$ cat src/wsc_pkg.sv
// Shared types, constants and the arctangent table of the waypoint steering controller.
// Used by the controller, the datapath and the top level.
package wsc_pkg;

	typedef enum logic [2:0] {
		CFG_STEER_GAIN   = 3'd0,
		CFG_STEER_CENTER = 3'd1,
		CFG_STEER_MIN    = 3'd2,
		CFG_STEER_MAX    = 3'd3,
		CFG_ARRIVE_RAD   = 3'd4,
		CFG_HEADING_TOL  = 3'd5,
		CFG_DRIVE_SPEED  = 3'd6,
		CFG_POWER_EN     = 3'd7
	} cfg_idx_t;

	typedef struct packed {
		logic write_wp;
		logic load_fix;
		logic cos_init;
		logic cos_step;
		logic mul;
		logic vec_init;
		logic vec_step;
		logic div_init;
		logic div_step;
		logic prod;
		logic fin;
	} cmd_t;

	typedef struct packed {
		logic route_end;
		logic cordic_last;
	} stat_t;

	localparam logic signed [33:0] K_Q30      = 34'sd652032874;
	localparam logic signed [33:0] ONE_Q30    = 34'sd1073741824;
	localparam logic [30:0]        DEG90      = 31'd900000000;
	localparam logic [30:0]        DEG180     = 31'd1800000000;
	localparam logic signed [33:0] DEG180_T   = 34'sd1800000000;
	localparam logic signed [33:0] DEG360_T   = 34'sd3600000000;
	localparam logic [31:0]        HALF_UNIT  = 32'd50000;
	localparam logic [27:0]        RECIP_M    = 28'd175921861;
	localparam logic [15:0]        FULL_TURN  = 16'd36000;
	localparam logic [6:0]         DIST_SCALE = 7'd100;
	localparam logic [31:0]        NEAR_LIM   = 32'd1048576;

	function automatic logic [29:0] atan_at(input logic [4:0] i);
		logic [29:0] v;
		case (i)
			5'd0:  v = 30'd450000000;
			5'd1:  v = 30'd265650512;
			5'd2:  v = 30'd140362435;
			5'd3:  v = 30'd71250163;
			5'd4:  v = 30'd35763344;
			5'd5:  v = 30'd17899106;
			5'd6:  v = 30'd8951737;
			5'd7:  v = 30'd4476142;
			5'd8:  v = 30'd2238105;
			5'd9:  v = 30'd1119057;
			5'd10: v = 30'd559529;
			5'd11: v = 30'd279765;
			5'd12: v = 30'd139882;
			5'd13: v = 30'd69941;
			5'd14: v = 30'd34971;
			5'd15: v = 30'd17485;
			5'd16: v = 30'd8743;
			5'd17: v = 30'd4371;
			5'd18: v = 30'd2186;
			5'd19: v = 30'd1093;
			5'd20: v = 30'd546;
			5'd21: v = 30'd273;
			5'd22: v = 30'd137;
			5'd23: v = 30'd68;
			5'd24: v = 30'd34;
			5'd25: v = 30'd17;
			5'd26: v = 30'd9;
			5'd27: v = 30'd4;
			5'd28: v = 30'd2;
			5'd29: v = 30'd1;
			5'd30: v = 30'd1;
			default: v = 30'd0;
		endcase
		return v;
	endfunction

endpackage

$ cat src/wsc_ctrl.sv
// Sequencing state machine of the waypoint steering controller.
// Depends on wsc_pkg; drives commands into wsc_dp and owns both handshakes.
module wsc_ctrl (
	input  logic            clk,
	input  logic            arst_n,
	input  logic            in_valid,
	output logic            in_stall,
	input  logic            op,
	output logic            out_valid,
	input  logic            out_stall,
	input  wsc_pkg::stat_t  stat,
	output wsc_pkg::cmd_t   cmd
);
	import wsc_pkg::*;

	typedef enum logic [9:0] {
		ST_IDLE  = 10'b0000000001,
		ST_READ  = 10'b0000000010,
		ST_COS   = 10'b0000000100,
		ST_MUL   = 10'b0000001000,
		ST_VINIT = 10'b0000010000,
		ST_VEC   = 10'b0000100000,
		ST_DINIT = 10'b0001000000,
		ST_DIV   = 10'b0010000000,
		ST_PROD  = 10'b0100000000,
		ST_FIN   = 10'b1000000000
	} state_t;

	state_t state_q, state_d;
	logic   out_valid_q;
	logic   out_free;
	logic   accept;

	assign in_stall  = (state_q != ST_IDLE);
	assign out_valid = out_valid_q;
	assign accept    = in_valid && !in_stall;
	assign out_free  = !out_valid_q || !out_stall;

	always_comb begin
		state_d = state_q;
		cmd     = '0;
		unique case (state_q)
			ST_IDLE: begin
				if (accept && !op) begin
					cmd.write_wp = 1'b1;
				end else if (accept) begin
					cmd.load_fix = 1'b1;
					state_d = stat.route_end ? ST_FIN : ST_READ;
				end
			end
			ST_READ: begin
				cmd.cos_init = 1'b1;
				state_d = ST_COS;
			end
			ST_COS: begin
				cmd.cos_step = 1'b1;
				if (stat.cordic_last) state_d = ST_MUL;
			end
			ST_MUL: begin
				cmd.mul = 1'b1;
				state_d = ST_VINIT;
			end
			ST_VINIT: begin
				cmd.vec_init = 1'b1;
				state_d = ST_VEC;
			end
			ST_VEC: begin
				cmd.vec_step = 1'b1;
				if (stat.cordic_last) state_d = ST_DINIT;
			end
			ST_DINIT: begin
				cmd.div_init = 1'b1;
				state_d = ST_DIV;
			end
			ST_DIV: begin
				cmd.div_step = 1'b1;
				state_d = ST_PROD;
			end
			ST_PROD: begin
				cmd.prod = 1'b1;
				state_d = ST_FIN;
			end
			ST_FIN: begin
				if (out_free) begin
					cmd.fin = 1'b1;
					state_d = ST_IDLE;
				end
			end
			default: state_d = ST_IDLE;
		endcase
	end

	always_ff @(posedge clk or negedge arst_n) begin
		if (!arst_n) begin
			state_q     <= ST_IDLE;
			out_valid_q <= 1'b0;
		end else begin
			state_q <= state_d;
			if (cmd.fin) begin
				out_valid_q <= 1'b1;
			end else if (out_valid_q && !out_stall) begin
				out_valid_q <= 1'b0;
			end
		end
	end

endmodule

$ cat config.mk
export PLATFORM = sky130hd
export DESIGN_NAME = wsc_ctrl
export DESIGN_NICKNAME = d
export VERILOG_FILES = /design/src/wsc_pkg.sv /design/src/wsc_ctrl.sv
export SDC_FILE = /design/constraint.sdc
export NUM_CORES = 1
export LEC_CHECK = 0
export ABC_AREA = 1
export BUFFER_PORTS_ARGS = -buffer_cell sky130_fd_sc_hd__buf_4
export CORE_MARGIN = 1.5
export CORE_UTILIZATION = 48
export CTS_CLUSTER_SIZE = 14
export DETAILED_ROUTE_END_ITERATION = 8
export PLACE_DENSITY = 0.73
export SLEW_MARGIN = 10
export SYNTH_ARGS = -nofsm -noshare
export SYNTH_HDL_FRONTEND = slang
export SYNTH_SLANG_ARGS = --single-unit
$ cat constraint.sdc
create_clock -name clk -period 1.8 [get_ports clk]
set_clock_uncertainty 0.05 [all_clocks]
set_input_delay 0.18 -clock clk [delete_from_list [all_inputs] [get_ports clk]]
set_output_delay 0.18 -clock clk [all_outputs]
set_load 0.03 [all_outputs]
# Word level (Yosys, flattened, before mapping)
# Index checks and enable logic that the tools add are counted.
[word_totals] register_bits=11 latch_bits=0 ramBits=0 romBits=0 output_inout_bits=13 word_cells=51 n_memories=0
[classes] addsub=0 n_mul=0 n_div=0 magnitude_cmp=0 eq_ne=16 n_shift=0 muxes=23 n_bitwise=0 reduce_logical=10
[ops] operator="10-bit one-hot mux with 10 select lines" count=1
[ops] operator="10-bit two-way mux" count=6
[ops] operator="1-bit two-way mux" count=15
[ops] operator="10-bit by 1-bit equality test with 1-bit output, second input constant" count=1
[ops] operator="10-bit equality test, second input constant" count=1
[ops] operator="10-bit by 2-bit equality test with 1-bit output, second input constant" count=1
[ops] operator="10-bit by 3-bit equality test with 1-bit output, second input constant" count=1
[ops] operator="10-bit by 4-bit equality test with 1-bit output, second input constant" count=1
[ops] operator="10-bit by 5-bit equality test with 1-bit output, second input constant" count=1
[ops] operator="10-bit by 6-bit equality test with 1-bit output, second input constant" count=1
[ops] operator="10-bit by 7-bit equality test with 1-bit output, second input constant" count=1
[ops] operator="10-bit by 8-bit equality test with 1-bit output, second input constant" count=1
[ops] operator="10-bit by 9-bit equality test with 1-bit output, second input constant" count=1
[ops] operator="10-bit by 1-bit inequality test with 1-bit output, second input constant" count=1
[ops] operator="2-bit inequality test, second input constant" count=5
[ops] operator="5-bit AND reduction" count=1
[ops] operator="1-bit zero test" count=4
[ops] operator="1-bit logical AND" count=3
[ops] operator="2-bit two-way mux" count=1
[ops] operator="2-bit nonzero test" count=1
[ops] operator="1-bit logical OR" count=1

# Longest topological paths before layout
[logic_depth] ltp_word=6 ltp_mapped=10

# Worst setup path after synthesis
# No wires, ideal clock.
[synth_timing] path_type="register -> output" start="register state_q[4]" end="output port cmd[10] (netlist name)" arrival_time_ps=1486 required_ps=1570 path_slack_ps=84 stages_incl_launch_ff=8 cell_sequence="dfrtp_1 > nor2_2 > nand2_4 > nor2_1 > nand2_2 > inv_2 > nand2_1 > nor2_1"
[synth_rtl] element="from (decl)" line="wsc_ctrl.sv:29" text="state_t state_q, state_d;"
[synth_rtl] element="from (signal assigned)" line="wsc_ctrl.sv:98" text="state_q <= state_d;"
[synth_rtl] element="to (decl)" line="wsc_ctrl.sv:12" text="output wsc_pkg::cmd_t cmd"

==> impl_metrics.env <==
export IMPL_netlist_instances=121
export IMPL_r2r_slack_ns=0.11
export IMPL_intPower_uw=761
export IMPL_gp_congestion=0.838
export IMPL_synth_cell_type_count=19
export IMPL_maxSlewViolCount=0
export IMPL_cts_tree="built"
export IMPL_syn_avg_cell_area_um2=6.68
export IMPL_fin_crit_sh_pct=98.3
export IMPL_syn_to_final_growth_pct=42.3
export IMPL_setup_viol=0
export IMPL_first_global_vias=735
export IMPL_ys_ff_latch=11
export IMPL_clock_power_share_pct=12.5
export IMPL_clock_path_buffers=2
export IMPL_num_io_pins=20
export IMPL_whs_path_depth=3
export IMPL_synth_area_um2=808
export IMPL_vias_per_cell=4.79
export IMPL_critPathCaptureType="output pin"
export IMPL_avgRoutedWirePerCell_um=11.6
export IMPL_clock_latency_ns=0.28
export IMPL_htreeDepth=1
export IMPL_combPwrFrac_pct=63.7
export IMPL_synthMuxAreaShare_pct=0
export IMPL_path_max_fanout=2
export IMPL_hold_start="out_stall"
export IMPL_switchingPower_uw=669
export IMPL_hold_viol=0
export IMPL_antenna_found_initial=0
export IMPL_drcViolationCount=0
export IMPL_worstMarginPinSlew_ns=0.228
export IMPL_required_ns=1.57
export IMPL_fmax_ghz=0.565
export IMPL_clk_pin_slew_ns=0.08
export IMPL_dp_cells=156
export IMPL_grt_pass1_wl_um=3310
export IMPL_fin_crit_ns=1.77
export IMPL_hold_end="out_valid$_DFFE_PN0P_"
export IMPL_dr_pass1_iters=5
export IMPL_pwr_share_seq_pct=23.9
export IMPL_power_density_nw_per_um2=1240
export IMPL_synthAdderAreaFrac_pct=0
export IMPL_reg2reg_depth=12
export IMPL_dpl_hpwl_um=1420
export IMPL_drt_iter0_drc=26
export IMPL_hold_ws_ns=0.0728
export IMPL_holdCritPathClass="input port to flip-flop"
export IMPL_grt_start_max_net_pins=12
export IMPL_drive_gt1_share_pct=43.1
export IMPL_regToRegEndpoint="state_q[6]$_DFFE_PN0P_"
export IMPL_yosysSeqAreaShare_pct=34.2
export IMPL_switching_share_pct=46.8
export IMPL_ir_drop_mv=0.918
export IMPL_final_nets=168
export IMPL_start_util_pct=52.4
export IMPL_yosysWarnings=0
export IMPL_instances_no_fill=176
export IMPL_cap_violations=0
export IMPL_r2r_start="state_q[4]$_DFFE_PN0P_"
export IMPL_num_antenna_cells=0
export IMPL_grtUsageTotal_pct=24.3
export IMPL_dieHeight_um=44.0
export IMPL_cts_sinks=11
export IMPL_syn_nets=128
export IMPL_status="complete, no violations"
export IMPL_cp_arrival_ns=1.54
export IMPL_ant_nets=0
export IMPL_coreArea_um2=1540
export IMPL_vias=843
export IMPL_synth_top_family_by_area="simple AND/OR/NAND/NOR gates"
export IMPL_grt_ovfl_total=0
export IMPL_dieArea_um2=1940
export IMPL_port_buffers=19
export IMPL_synth_compound_area_share_pct=2.63
export IMPL_synthSimpleGateAreaFrac_pct=49.2
export IMPL_root_buffer="clkbuf_4"
export IMPL_wl_um=2040
export IMPL_die_w_um=44.0
export IMPL_fp_row_count=14
export IMPL_startpoint_type="flip-flop"
export IMPL_leakagePower_uw=0.000769
export IMPL_post_route_util_pct=74.6
export IMPL_cts_buffers=3
export IMPL_worstSetupPathType="flip-flop to output pin"
export IMPL_slew_headroom_pct=84.8
export IMPL_synth_xor_area_share_pct=0
export IMPL_grt_setup_unrepaired="yes"
==> critical path: stages (launching register included) <==
cell and delay [ns]:
dfrtp_1 0.42, nor2_4 0.16, buf_4 0.12, buf_4 0.09
inv_1 0.04, nor2_2 0.11, nand3b_1 0.11, inv_1 0.07
buf_4 0.15
==> power by group through the flow <==
stage / combinational [µW] / sequential, µW / clock, µW
floorplan: 568 / 359 / 0
global placement: 748 / 350 / 0
detailed placement: 750 / 352 / 0
CTS: 806 / 339 / 188
global route: 1000 / 346 / 201
finish: 911 / 341 / 178
==> area by class of cell <==
class	count	area, µm²
Multi-Input combinational cell	80	442
Fill cell	132	392
Sequential cell	11	278
Timing Repair Buffer	35	272
Inverter	30	113
Clock buffer	4	26.3
Tap cell	16	20.0
==> Yosys cell counts (all sizes together) <==
cell / n / area [µm²]
nand2: 37 / 166
inv: 30 / 113
nor3: 2 / 10.0
nand3: 5 / 35.0
nand4: 3 / 25.0
o211ai: 1 / 7.51
a21oi: 1 / 5.00
nand3b: 1 / 7.51
dfrtp: 10 / 250
nor2: 29 / 154
o21ai: 1 / 8.76
dfstp: 1 / 26.3
==> state kept, by name, summed over array words and instances (netlist names) <==
| signal | cells |
|---|---|
| state_q | 10 |
| out_valid | 1 |
==> worst max path at each step <==
stage / startpoint / endpoint / slack [ns] / depth (start not counted)
finish: state_q[4]$_DFFE_PN0P_ / cmd[2] / 0.03 / 8
global route: state_q[4]$_DFFE_PN0P_ / cmd[2] / -0.03 / 8
CTS: state_q[7]$_DFFE_PN0P_ / cmd[10] / 0.0005 / 8
detailed placement: state_q[9]$_DFFE_PN0P_ / cmd[9] / 0.27 / 8
global placement: state_q[0]$_DFFE_PN1P_ / state_q[6]$_DFFE_PN0P_ / 0.29 / 9
floorplan: state_q[4]$_DFFE_PN0P_ / cmd[10] / 0.08 / 7
==> routing by layer <==
metal  up-vias  share of wire, %  global-route usage [%]
met1       384                42                    28.5
met2        19                52                    39.7
li1        435                 -                       -
met4         0               2.6                    15.8
met3         5               4.0                    5.31
met5         -                 0                       0
==> cell families after synthesis <==
logic type	Yosys count
flip-flops	11
AO/OA/AOI/OAI	3
buffers and inverters	30
AND/OR/NAND/NOR	77
==> metrics by stage <==
stage	setup WS [ns]	total power, µW	cell area [µm²]	TNS [ns]
global placement	0.290	1100	971	0
global route	-0.0349	1550	1150	-0.129
CTS	0.000550	1330	1060	0
finish	0.0307	1430	1150	0
detailed placement	0.269	1100	971	0
floorplan	0.0840	927	808	0
==> layout by cell type, fill, tap and decap left out <==
master          n
o21ai_2         1
inv_2           3
dlygate4sd3_1   2
nor2_4          6
nand2_2        11
nor3_1          2
nand3_1         3
dfrtp_2         1
dfrtp_1         9
buf_4          32
dfstp_2         1
nor2_1         17
nand3_2         2
nor2_2          6
clkbuf_4        3
buf_6           1
inv_1          27
nand2_1        25
nand2_4         1
nand3b_1        1
clkbuf_1        1
nand4_2         1
nand4_1         2
o211ai_1        1
a21oi_1         1
==> what timing repair did <==
action	4_1_cts	5_1_grt
pin swaps	3	6
gates cloned	0	0
hold buffers	1	1
endpoints found under the hold margin	11	1
buffers inserted	7	7
resized for setup	0	9
endpoints found under the setup margin	2	6
No activity file was read; power rests on OpenSTA's default activity.
